### src/hw/rtl/lssp_pkg.sv
package lssp_pkg;

	// Field and state widths.
	localparam int SENSOR_W    = 8;
	localparam int BASE_W      = 7;
	localparam int GAIN_W      = 16;
	localparam int ERR_W       = 5;
	localparam int DIFF_W      = ERR_W + 1;
	localparam int SUM_BITS    = 24;
	localparam int CORR_W      = 16;
	localparam int TGT_W       = 8;
	localparam int TARGET_LIMIT = 100;

	// Configuration port.
	localparam int CFG_IDX_W  = 2;
	localparam int CFG_DATA_W = GAIN_W;

	localparam logic [CFG_IDX_W-1:0] REG_BASE_SPEED = 2'd0;
	localparam logic [CFG_IDX_W-1:0] REG_GAIN_P     = 2'd1;
	localparam logic [CFG_IDX_W-1:0] REG_GAIN_I     = 2'd2;
	localparam logic [CFG_IDX_W-1:0] REG_GAIN_D     = 2'd3;

	localparam logic [BASE_W-1:0] BASE_RESET = 7'd50;

	// Product and accumulator widths.
	localparam int PROD_P_W   = GAIN_W + ERR_W;
	localparam int PROD_I_W   = GAIN_W + SUM_BITS;
	localparam int PROD_D_W   = GAIN_W + DIFF_W;
	localparam int ACC_W      = PROD_I_W + 2;
	localparam int FRAC_SHIFT = 9;
	localparam int ROUND_BIAS = (1 << FRAC_SHIFT) - 1;
	localparam int QUOT_W     = ACC_W - FRAC_SHIFT;
	localparam int CORR_MAX   = (1 << (CORR_W - 1)) - 1;
	localparam int CORR_MIN   = -CORR_MAX - 1;
	localparam int SPEED_W    = CORR_W + 2;

	// Special sensor patterns.
	localparam logic [SENSOR_W-1:0] PAT_ALL_DARK  = 8'hFF;
	localparam logic [SENSOR_W-1:0] PAT_ALL_CLEAR = 8'h00;

	typedef struct packed {
		logic signed [GAIN_W-1:0] gain_p;
		logic signed [GAIN_W-1:0] gain_i;
		logic signed [GAIN_W-1:0] gain_d;
	} gain_set_t;

	typedef struct packed {
		logic signed [ERR_W-1:0]    err;
		logic signed [DIFF_W-1:0]   diff;
		logic signed [SUM_BITS-1:0] sum;
	} err_word_t;

	typedef struct packed {
		logic signed [PROD_P_W-1:0] prod_p;
		logic signed [PROD_I_W-1:0] prod_i;
		logic signed [PROD_D_W-1:0] prod_d;
	} prod_word_t;

	// Sensor pattern to position error in half units.
	function automatic logic signed [ERR_W-1:0] pattern_error(
		input logic [SENSOR_W-1:0]  bits,
		input logic signed [ERR_W-1:0] last_err
	);
		logic signed [ERR_W-1:0] e;
		case (bits)
			8'h80: e = -5'sd8;
			8'h40: e = -5'sd6;
			8'h20: e = -5'sd4;
			8'h10: e = -5'sd2;
			8'h08: e = 5'sd2;
			8'h04: e = 5'sd4;
			8'h02: e = 5'sd6;
			8'h01: e = 5'sd8;
			8'hC0: e = -5'sd7;
			8'h60: e = -5'sd5;
			8'h30: e = -5'sd3;
			8'h18: e = 5'sd0;
			8'h0C: e = 5'sd3;
			8'h06: e = 5'sd5;
			8'h03: e = 5'sd7;
			8'hE0: e = -5'sd6;
			8'h70: e = -5'sd2;
			8'h38: e = 5'sd0;
			8'h1C: e = 5'sd2;
			8'h0E: e = 5'sd6;
			PAT_ALL_DARK: e = 5'sd0;
			PAT_ALL_CLEAR: e = last_err;
			default: e = 5'sd0;
		endcase
		return e;
	endfunction

	// Clamp a wheel speed to the target limit and keep its low bits.
	function automatic logic [TGT_W-1:0] clamp_target(input logic signed [SPEED_W-1:0] v);
		logic signed [SPEED_W-1:0] lim;
		logic signed [SPEED_W-1:0] r;
		lim = SPEED_W'(TARGET_LIMIT);
		if (v > lim) begin
			r = lim;
		end else if (v < -lim) begin
			r = -lim;
		end else begin
			r = v;
		end
		return r[TGT_W-1:0];
	endfunction

endpackage

### src/hw/rtl/lssp_error.sv
module lssp_error (
	input  logic                                clk,
	input  logic                                arst_n,
	input  logic                                in_valid,
	output logic                                in_ready,
	input  logic [lssp_pkg::SENSOR_W-1:0]       sensor_bits,
	output logic                                out_valid,
	input  logic                                out_ready,
	output lssp_pkg::err_word_t                 out_word
);

	localparam int SW = lssp_pkg::SUM_BITS;

	logic                                  valid_s1;
	lssp_pkg::err_word_t                   word_s1;
	logic signed [lssp_pkg::ERR_W-1:0]     last_err_q;
	logic signed [SW-1:0]                  err_sum_q;

	logic signed [lssp_pkg::ERR_W-1:0]     err;
	logic signed [lssp_pkg::DIFF_W-1:0]    diff;
	logic signed [SW:0]                    sum_wide;
	logic signed [SW-1:0]                  sum_next;
	logic                                  accept;

	// Table lookup, difference and saturating integral.
	always_comb begin
		err = lssp_pkg::pattern_error(sensor_bits, last_err_q);
		diff = lssp_pkg::DIFF_W'(err) - lssp_pkg::DIFF_W'(last_err_q);
		sum_wide = (SW + 1)'(err_sum_q) + (SW + 1)'(err);
		if (sum_wide[SW] != sum_wide[SW-1]) begin
			sum_next = sum_wide[SW] ? {1'b1, {(SW - 1){1'b0}}} : {1'b0, {(SW - 1){1'b1}}};
		end else begin
			sum_next = sum_wide[SW-1:0];
		end
	end

	assign in_ready = !valid_s1 || out_ready;
	assign accept   = in_valid && in_ready;

	// Stage valid and the running controller state.
	always_ff @(posedge clk or negedge arst_n) begin
		if (!arst_n) begin
			valid_s1   <= 1'b0;
			last_err_q <= '0;
			err_sum_q  <= '0;
		end else begin
			if (in_ready) begin
				valid_s1 <= in_valid;
			end
			if (accept) begin
				last_err_q <= err;
				err_sum_q  <= sum_next;
			end
		end
	end

	// Stage payload.
	always_ff @(posedge clk) begin
		if (accept) begin
			word_s1.err  <= err;
			word_s1.diff <= diff;
			word_s1.sum  <= sum_next;
		end
	end

	assign out_valid = valid_s1;
	assign out_word  = word_s1;

endmodule

### src/hw/rtl/lssp_product.sv
module lssp_product (
	input  logic                  clk,
	input  logic                  arst_n,
	input  lssp_pkg::gain_set_t   gains,
	input  logic                  in_valid,
	output logic                  in_ready,
	input  lssp_pkg::err_word_t   in_word,
	output logic                  out_valid,
	input  logic                  out_ready,
	output lssp_pkg::prod_word_t  out_word
);

	localparam int PW = lssp_pkg::PROD_P_W;
	localparam int IW = lssp_pkg::PROD_I_W;
	localparam int DW = lssp_pkg::PROD_D_W;

	logic                  valid_s2;
	lssp_pkg::prod_word_t  word_s2;
	logic signed [PW-1:0]  prod_p;
	logic signed [IW-1:0]  prod_i;
	logic signed [DW-1:0]  prod_d;
	logic                  accept;

	// Three independent multiplies of the gains by error, sum and difference.
	assign prod_p = PW'(gains.gain_p) * PW'(in_word.err);
	assign prod_i = IW'(gains.gain_i) * IW'(in_word.sum);
	assign prod_d = DW'(gains.gain_d) * DW'(in_word.diff);

	assign in_ready = !valid_s2 || out_ready;
	assign accept   = in_valid && in_ready;

	always_ff @(posedge clk or negedge arst_n) begin
		if (!arst_n) begin
			valid_s2 <= 1'b0;
		end else if (in_ready) begin
			valid_s2 <= in_valid;
		end
	end

	always_ff @(posedge clk) begin
		if (accept) begin
			word_s2.prod_p <= prod_p;
			word_s2.prod_i <= prod_i;
			word_s2.prod_d <= prod_d;
		end
	end

	assign out_valid = valid_s2;
	assign out_word  = word_s2;

endmodule

### src/hw/rtl/lssp_output.sv
module lssp_output (
	input  logic                                    clk,
	input  logic                                    arst_n,
	input  logic [lssp_pkg::BASE_W-1:0]             base_speed,
	input  logic                                    in_valid,
	output logic                                    in_ready,
	input  lssp_pkg::prod_word_t                    in_word,
	output logic                                    out_valid,
	input  logic                                    out_ready,
	output logic [lssp_pkg::TGT_W-1:0]              right_target,
	output logic [lssp_pkg::TGT_W-1:0]              left_target,
	output logic signed [lssp_pkg::CORR_W-1:0]      steer_correction
);

	localparam int AW = lssp_pkg::ACC_W;
	localparam int QW = lssp_pkg::QUOT_W;
	localparam int CW = lssp_pkg::CORR_W;
	localparam int SPW = lssp_pkg::SPEED_W;

	logic                         valid_s3;
	logic signed [CW-1:0]         corr_s3;
	logic                         valid_q;
	logic [lssp_pkg::TGT_W-1:0]   right_q;
	logic [lssp_pkg::TGT_W-1:0]   left_q;
	logic signed [CW-1:0]         corr_q;

	logic signed [AW-1:0]         acc;
	logic signed [AW-1:0]         bias;
	logic signed [AW-1:0]         rounded;
	logic signed [QW-1:0]         quot;
	logic signed [CW-1:0]         corr_sat;
	logic signed [SPW-1:0]        base_ext;
	logic signed [SPW-1:0]        right_sum;
	logic signed [SPW-1:0]        left_sum;
	logic                         ready_s3;
	logic                         accept_s3;
	logic                         accept_q;

	// Sum the terms, divide by 512 toward zero and saturate to 16 bits.
	always_comb begin
		acc = AW'(in_word.prod_p) + AW'(in_word.prod_i) + AW'(in_word.prod_d);
		bias = acc[AW-1] ? AW'(lssp_pkg::ROUND_BIAS) : '0;
		rounded = acc + bias;
		quot = rounded[AW-1:lssp_pkg::FRAC_SHIFT];
		if (quot > QW'(lssp_pkg::CORR_MAX)) begin
			corr_sat = CW'(lssp_pkg::CORR_MAX);
		end else if (quot < QW'(lssp_pkg::CORR_MIN)) begin
			corr_sat = CW'(lssp_pkg::CORR_MIN);
		end else begin
			corr_sat = quot[CW-1:0];
		end
	end

	// Wheel speeds from the registered correction.
	always_comb begin
		base_ext  = signed'(SPW'(base_speed));
		right_sum = base_ext + SPW'(corr_s3);
		left_sum  = base_ext - SPW'(corr_s3);
	end

	assign ready_s3  = !valid_q || out_ready;
	assign in_ready  = !valid_s3 || ready_s3;
	assign accept_s3 = in_valid && in_ready;
	assign accept_q  = valid_s3 && ready_s3;

	always_ff @(posedge clk or negedge arst_n) begin
		if (!arst_n) begin
			valid_s3 <= 1'b0;
			valid_q  <= 1'b0;
		end else begin
			if (in_ready) begin
				valid_s3 <= in_valid;
			end
			if (ready_s3) begin
				valid_q <= valid_s3;
			end
		end
	end

	always_ff @(posedge clk) begin
		if (accept_s3) begin
			corr_s3 <= corr_sat;
		end
		if (accept_q) begin
			right_q <= lssp_pkg::clamp_target(right_sum);
			left_q  <= lssp_pkg::clamp_target(left_sum);
			corr_q  <= corr_s3;
		end
	end

	assign out_valid        = valid_q;
	assign right_target     = right_q;
	assign left_target      = left_q;
	assign steer_correction = corr_q;

endmodule

### src/hw/rtl/line_sensor_steering_pid.sv
// Channel   Direction  Word
// s_axis    in         tdata[7:0] sensor_bits
// m_axis    out        tdata[7:0] right_target, [15:8] left_target, [31:16] steer_correction
// wr_*      in         register write: 0 base_speed, 1 gain_p, 2 gain_i, 3 gain_d
//
// One word is taken every cycle unless all stages are full and the output is stalled.
// The four stages are error lookup with integral update, the three gain multiplies,
// the scaled and saturated correction, and the clamped wheel targets.
// Reset clears the integral, the last error and all stage valids; base_speed returns to 50
// and the gains to zero.
// A stalled output holds its word; stages behind it keep filling until all four are full.
module line_sensor_steering_pid (
	input  logic                                 clk,
	input  logic                                 arst_n,
	input  logic                                 s_axis_tvalid,
	output logic                                 s_axis_tready,
	input  logic [7:0]                           s_axis_tdata,   // [7:0] sensor_bits
	output logic                                 m_axis_tvalid,
	input  logic                                 m_axis_tready,
	// [7:0] right_target, [15:8] left_target, [31:16] steer_correction
	output logic [31:0]                          m_axis_tdata,
	input  logic                                 wr_en,
	input  logic [lssp_pkg::CFG_IDX_W-1:0]       wr_index,
	input  logic [lssp_pkg::CFG_DATA_W-1:0]      wr_data
);

	logic [lssp_pkg::BASE_W-1:0]            base_speed_q;
	lssp_pkg::gain_set_t                    gains_q;

	logic                                   err_valid;
	logic                                   err_ready;
	lssp_pkg::err_word_t                    err_word;
	logic                                   prod_valid;
	logic                                   prod_ready;
	lssp_pkg::prod_word_t                   prod_word;
	logic [lssp_pkg::TGT_W-1:0]             right_target;
	logic [lssp_pkg::TGT_W-1:0]             left_target;
	logic signed [lssp_pkg::CORR_W-1:0]     steer_correction;

	// Configuration registers.
	always_ff @(posedge clk or negedge arst_n) begin
		if (!arst_n) begin
			base_speed_q <= lssp_pkg::BASE_RESET;
			gains_q      <= '0;
		end else if (wr_en) begin
			case (wr_index)
				lssp_pkg::REG_BASE_SPEED: base_speed_q <= wr_data[lssp_pkg::BASE_W-1:0];
				lssp_pkg::REG_GAIN_P: gains_q.gain_p <= signed'(wr_data);
				lssp_pkg::REG_GAIN_I: gains_q.gain_i <= signed'(wr_data);
				lssp_pkg::REG_GAIN_D: gains_q.gain_d <= signed'(wr_data);
				default: base_speed_q <= base_speed_q;
			endcase
		end
	end

	lssp_error u_error (
		.clk         (clk),
		.arst_n      (arst_n),
		.in_valid    (s_axis_tvalid),
		.in_ready    (s_axis_tready),
		.sensor_bits (s_axis_tdata),
		.out_valid   (err_valid),
		.out_ready   (err_ready),
		.out_word    (err_word)
	);

	lssp_product u_product (
		.clk       (clk),
		.arst_n    (arst_n),
		.gains     (gains_q),
		.in_valid  (err_valid),
		.in_ready  (err_ready),
		.in_word   (err_word),
		.out_valid (prod_valid),
		.out_ready (prod_ready),
		.out_word  (prod_word)
	);

	lssp_output u_output (
		.clk              (clk),
		.arst_n           (arst_n),
		.base_speed       (base_speed_q),
		.in_valid         (prod_valid),
		.in_ready         (prod_ready),
		.in_word          (prod_word),
		.out_valid        (m_axis_tvalid),
		.out_ready        (m_axis_tready),
		.right_target     (right_target),
		.left_target      (left_target),
		.steer_correction (steer_correction)
	);

	assign m_axis_tdata = {steer_correction, left_target, right_target};

	// Input backpressure only when every stage is full and the output is stalled.
	assert property (@(posedge clk) disable iff (!arst_n)
		!s_axis_tready |-> (m_axis_tvalid && !m_axis_tready))
		else $error("input stalled while the pipeline has room");

	// With no correction both wheels get the same clamped base speed.
	assert property (@(posedge clk) disable iff (!arst_n)
		(m_axis_tvalid && (m_axis_tdata[31:16] == 16'h0000))
			|-> (m_axis_tdata[7:0] == m_axis_tdata[15:8]))
		else $error("wheel targets differ with zero correction");

endmodule
### config.mk
export PLATFORM = sky130hd
export DESIGN_NAME = line_sensor_steering_pid
export DESIGN_NICKNAME = d
export VERILOG_FILES = /design/src/hw/rtl/lssp_pkg.sv /design/src/hw/rtl/lssp_error.sv /design/src/hw/rtl/lssp_product.sv /design/src/hw/rtl/lssp_output.sv /design/src/hw/rtl/line_sensor_steering_pid.sv
export SDC_FILE = /design/constraint.sdc
export NUM_CORES = 2
export LEC_CHECK = 0
export CAP_MARGIN = 15
export CORE_ASPECT_RATIO = 0.9
export CORE_UTILIZATION = 41
export CTS_CLUSTER_SIZE = 30
export DETAILED_ROUTE_END_ITERATION = 10
export DONT_BUFFER_PORTS = 1
export PLACE_DENSITY = 0.65
export SLEW_MARGIN = 10
export SYNTH_ARGS = -nofsm -noshare
export SYNTH_HDL_FRONTEND = slang
export SYNTH_SLANG_ARGS = --single-unit
### constraint.sdc
create_clock -name clk -period 7.4 [get_ports clk]
set_input_delay 1.48 -clock clk [delete_from_list [all_inputs] [get_ports clk]]
set_output_delay 1.48 -clock clk [all_outputs]
set_load 0.005 [all_outputs]
Word-level counts from Yosys, hierarchy flattened --
Cells that the tools add are included. Widths: inputs -> output; s select.
Cells by class: $add $sub $neg 7, multiply operators 3, magnitude comparators 6, equal/unequal tests 22, multiplexer cells 7, reduce and logical (&&, ||, !) cells 24
Operator list (count):
- $pmux 5 s15 | 1
- $mux 24 | 2
- $add 41x22->42 | 1
- $add 42x42->42 | 1
- $add 21x40->41 | 1
- $mul 16x24->40 | 1
- $gt 17x8->1 const B | 2
- $lt 17x8->1 const B | 2
- $gt 33x16->1 const B | 1
- $lt 33x16->1 const B | 1
- $add 24x5->25 | 1
- $eq 8x4->1 const B | 3
- $eq 8x7->1 const B | 3
- $eq 8x8->1 const B | 3
- $mul 16x6->22 | 1
- $mul 16x5->21 | 1
- $add 8x16->17 | 1
- $sub 8x16->17 | 1
- $eq 8x2->1 const B | 2
- $eq 8x3->1 const B | 2
- $eq 8x5->1 const B | 2
- $eq 8x6->1 const B | 2
- $mux 16 | 1
- $mux 8 | 2
- 13 further kinds | 31
Storage, ports and cells: register bits 254, input bits 31, output and inout port bits 34

Longest topological paths before layout --
depth in word-level cells 6, mapped depth 28, gate-level depth less buffers 27

By module --
From an unflattened synthesis, not the netlist that was laid out.
Second synthesis, totals: cells, all modules 3710, area total of the unflattened synthesis 35835.6 µm²
Modules (own cells, without submodules):
- lssp_product | instances 1, cells an instance 2283, area an instance 21877.2 µm²
- lssp_output | instances 1, cells an instance 829, area an instance 7234.4 µm²
- lssp_error | instances 1, cells an instance 481, area an instance 4652.0 µm²
- line_sensor_steering_pid | instances 1, cells an instance 117, area an instance 2072.0 µm²

Worst setup path before layout --
OpenSTA, ideal clock, no wires.
path kind register to register, from register gains_q[17] in the netlist's numbering, to register u_product.word_s2 (netlist bit u_product.out_word[61]), data pin, arrival 6.244 ns, data required time 7.140 ns, setup slack 0.896 ns, stages on the path, launching flop included 28, path buffers 1, clock period less this slack 6.504 ns, cells stage by stage dfrtp_1 -> clkbuf_1 -> nand2_1 -> fa_1 -> inv_1 -> fa_1 -> inv_1 -> fa_1 -> inv_1 -> fa_1 -> inv_1 -> fa_1 -> inv_1 -> fa_1 -> ha_1 -> and3_1 -> a221oi_1 -> nor2_1 -> a21oi_1 -> o31a_1 -> o21a_1 -> nor3_1 -> nor3_1 -> o31ai_1 -> o31a_1 -> o21a_1 -> nor2_1 -> xnor2_1
Between the ends: cells in the longest elaborated chain, start to end 1
Ends and longest elaborated chain:
- from (decl) | line line_sensor_steering_pid.sv:28 | lssp_pkg::gain_set_t gains_q;
- $mul 16x24->40 | line lssp_product.sv:26 | assign prod_i = IW'(gains.gain_i) * IW'(in_word.sum);
- net u_product.prod_i[39] | line lssp_product.sv:20 | logic signed [IW-1:0] prod_i;
- to (decl) | line lssp_product.sv:18 | lssp_pkg::prod_word_t word_s2;
The timed path passes the listed nets, and every way through them passes these cells. A chain may end at the register's enable or synchronous reset.

Worst setup path in the final report --
from register gains_q[19] in the netlist's numbering, to register u_product.word_s2 (netlist bit u_product.out_word[60]), data pin
Same word-level chain as after synthesis.

==> flow_metrics.env <==
export IMPL_status="finished clean"
export IMPL_cp_top_family="adder cells"
export IMPL_syn_to_final_growth_pct=6.600
export IMPL_maxSlewHeadroom_pct=26.06
export IMPL_nNetsFinal=4315
export IMPL_htree_levels=1
export IMPL_routed_wl_um=80090
export IMPL_synth_edf_count=166
export IMPL_start_util_pct=41.62
export IMPL_syn_nets=4343
export IMPL_clk_pin_slew_ps=60
export IMPL_hpwl_um=65660
export IMPL_cp_required_ps=7750
export IMPL_synth_seq_area_share_pct=20.79
export IMPL_antenna_left=0
export IMPL_cp_max_fo=14
export IMPL_drt_iter0_markers=1998
export IMPL_synth_ff_type="edfxtp_1"
export IMPL_async_reset_ff_share_pct=34.65
export IMPL_finalHoldViolCount=0
export IMPL_placeableCoreArea_um2=83080
export IMPL_critPathKind="register to register"
export IMPL_yosysMostFrequentCell="inv_1"
export IMPL_die_w_um=308.1
export IMPL_first_global_vias=24530
export IMPL_fmax_ghz=0.1424
export IMPL_antenna_found_initial=4
export IMPL_fin_util_pct=44.37
export IMPL_cts_tree="built"
export IMPL_firstDrtPassIters=5
export IMPL_via_count=23997
export IMPL_ys_ff_latch=254
export IMPL_clockRootBuffer="clkbuf_16"
export IMPL_setup_viol=0
export IMPL_cts_made_buffers=29
export IMPL_finalClockSkew_ps=24.85
export IMPL_die_height_um=277.5
export IMPL_grt_max_degree=89
export IMPL_synth_area_um2=34580
export IMPL_clkLatencyLatePin_ps=610
export IMPL_cts_sinks=254
export IMPL_slowest_stage="dfrtp_1"
export IMPL_period_needed_ps=7023
export IMPL_track_usage_pct=19.46
export IMPL_rows=100
export IMPL_rsz0062_at_grt="false"
export IMPL_critPathLaunchType="register"
export IMPL_syn_area_per_cell_um2=9.835
export IMPL_gr_total_overflow=0
export IMPL_drt_wirelength_per_cell_um=17.28
export IMPL_synth_cell_types=103
export IMPL_drc=0
export IMPL_vias_per_cell=5.178
export IMPL_tns_ps=0
export IMPL_yosysTopAreaCellShare_pct=30.97
export IMPL_globalplace_congestion=0.9042
export IMPL_dpl_cell_count=4575
export IMPL_arrival_ps=7370
export IMPL_yosysWarnings=0
export IMPL_ios=65
export IMPL_crit_path_end_kind="register"
export IMPL_worstPathBufferInverterCount=4
export IMPL_min_path_type="register to register"
export IMPL_drive_above_1_share_pct=6.722
export IMPL_fin_crit_sh_pct=94.90
export IMPL_grt_pass1_wl_um=133600
export IMPL_design_die_area_um2=85510
export IMPL_synthTopCellsByCount="562 x inv_1, 535 x fa_1, 409 x nand2_1, 261 x ha_1, 211 x and2_1"
export IMPL_cp_cell_sequence="buf_4 > nand2_1 > fa_1 > inv_1 > fa_1 > inv_1 > fa_1 > fa_1 > fa_1 > inv_1 > fa_1 > ha_1 > and3_1 > a31oi_1 > nand2_1 > a2111oi_1 > nor2_1 > a21oi_1 > a211o_1 > nand4_1 > o211ai_1 > o21bai_1 > a21oi_1 > xnor2_1"
export IMPL_final_area_um2=36860
export IMPL_drv_cap=0
export IMPL_final_cells=4634
export IMPL_cpMostUsedCell="fa_1"
export IMPL_worst_pin_slew_ps=1105
export IMPL_synth_area_leader_cell="fa_1"
export IMPL_clock_path_buffers=3
export IMPL_postSynthCellCount=3516
export IMPL_portBuffers=0
export IMPL_slew_violations=0
export IMPL_placed_area_um2=35860
export IMPL_synthTopCellsByArea="fa_1 31%, edfxtp_1 14%, ha_1 9.4%"
export IMPL_cp_slowest_stage_delay_ps=610
[cell usage in the layout, fill, tap and decap left out, drive strengths merged, types with 7 or more instances in the layout]
master	n
a21boi	11
nand4	19
o21bai	24
nand2b	75
fa	535
o31ai	10
xnor2	123
or2	13
dfrtp	85
nand2	409
clkinv	7
inv	565
and3	17
edfxtp	166
mux2	66
and2	213
nor2b	29
xor2	41
nor2	131
a211oi	15
o21ai	131
buf	55
nand3	52
ha	261
nor3	33
a31oi	10
a21o	59
clkbuf	37
o21a	19
nor4	12
a31o	8
or3	16
o211ai	12
a21oi	149
[routing by layer]
| metal | routed length, µm | vias up | global-route usage, % |
|---|---|---|---|
| met3 | 5368 | 86 | 2.796 |
| met4 | 1349 | 0 | 3.266 |
| li1 | - | 11313 | - |
| met2 | 33980 | 715 | 29.44 |
| met5 | 0 | - | 0 |
| met1 | 39390 | 11883 | 29.70 |
[final cells by class]
| type | count | area, µm² |
|---|---|---|
| repair buffers | 55 | 412.9 |
| clock inverters | 17 | 202.7 |
| well taps | 1122 | 1404 |
| fillers | 7923 | 46220 |
| multi-input cells | 2586 | 24780 |
| diodes | 1 | 2.502 |
| flip-flops and latches | 254 | 7191 |
| inverters | 562 | 2110 |
| clock buffers | 37 | 765.7 |
[path summary, 6_finish.rpt]
kind	from	to	slack, ps	cells past startpoint
worst max-delay path	gains_q[19]$_DFFE_PN0P_	u_product.out_word[60]$_DFFE_PP_	380	24
worst min-delay path	u_error.out_valid$_DFFE_PN0N_	u_product.out_valid$_DFFE_PN0P_	500	1
worst max register to register	gains_q[19]$_DFFE_PN0P_	u_product.out_word[60]$_DFFE_PP_	380	24
worst min register to register	u_error.out_valid$_DFFE_PN0N_	u_product.out_valid$_DFFE_PN0P_	500	1
max in group asynchronous	arst_n	base_speed_q[5]$_DFFE_PN1P_	6500	0
min in group asynchronous	arst_n	u_error.err_sum_q[22]$_DFFE_PN0P_	580	0
[worst reg2reg max path, delay by kind of cell (launching register included)]
family / cells / cell delay [ps]
compound gates: 7 / 1620
xor+xnor: 1 / 70
fa+ha+maj: 7 / 3360
buf+inv: 4 / 450
flops: 1 / 610
simple gates: 5 / 660
[registers in the layout (all words and copies together) (netlist names), 5 cells and up]
register,cells
u_error.out_word,35
u_error.last_err_q,5
u_output.steer_correction,16
base_speed_q,7
u_output.corr_s3,16
u_output.right_target,8
gains_q,48
u_product.out_word,83
u_error.err_sum_q,24
u_output.left_target,8
[timing repair]
action	in CTS	in global routing
setup endpoints to repair	0	1
gates resized for setup	0	1
hold buffers	0	0
hold endpoints to repair	0	0
setup buffers	0	4
[cell families (layout without fill, tap and decap cells)]
family | count (synthesis) | in the layout | synth area share (%)
AO/OA/AOI/OAI | 514 | 514 | 9.809
XOR/XNOR | 164 | 164 | 4.175
adder cells (fa/ha/maj) | 796 | 796 | 40.42
buffers and inverters | 676 | 671 | 7.580
flip-flops | 254 | 254 | 20.79
multiplexers | 69 | 69 | 2.236
other | 0 | 1 | 0
AND/OR/NAND/NOR | 1043 | 1043 | 14.99
[metrics by stage]
stage                     setup WS [ps]  hold slack [ps]
after floorplan                   895.7            424.4
after global placement            404.1            463.7
after detailed placement          187.9            488.0
after CTS                         307.1            497.0
after global routing              4.980            518.5
final                             377.1            498.3
Power is not shown: default switching activity piles up to over one toggle a cycle in this logic, so the estimate is an artifact.
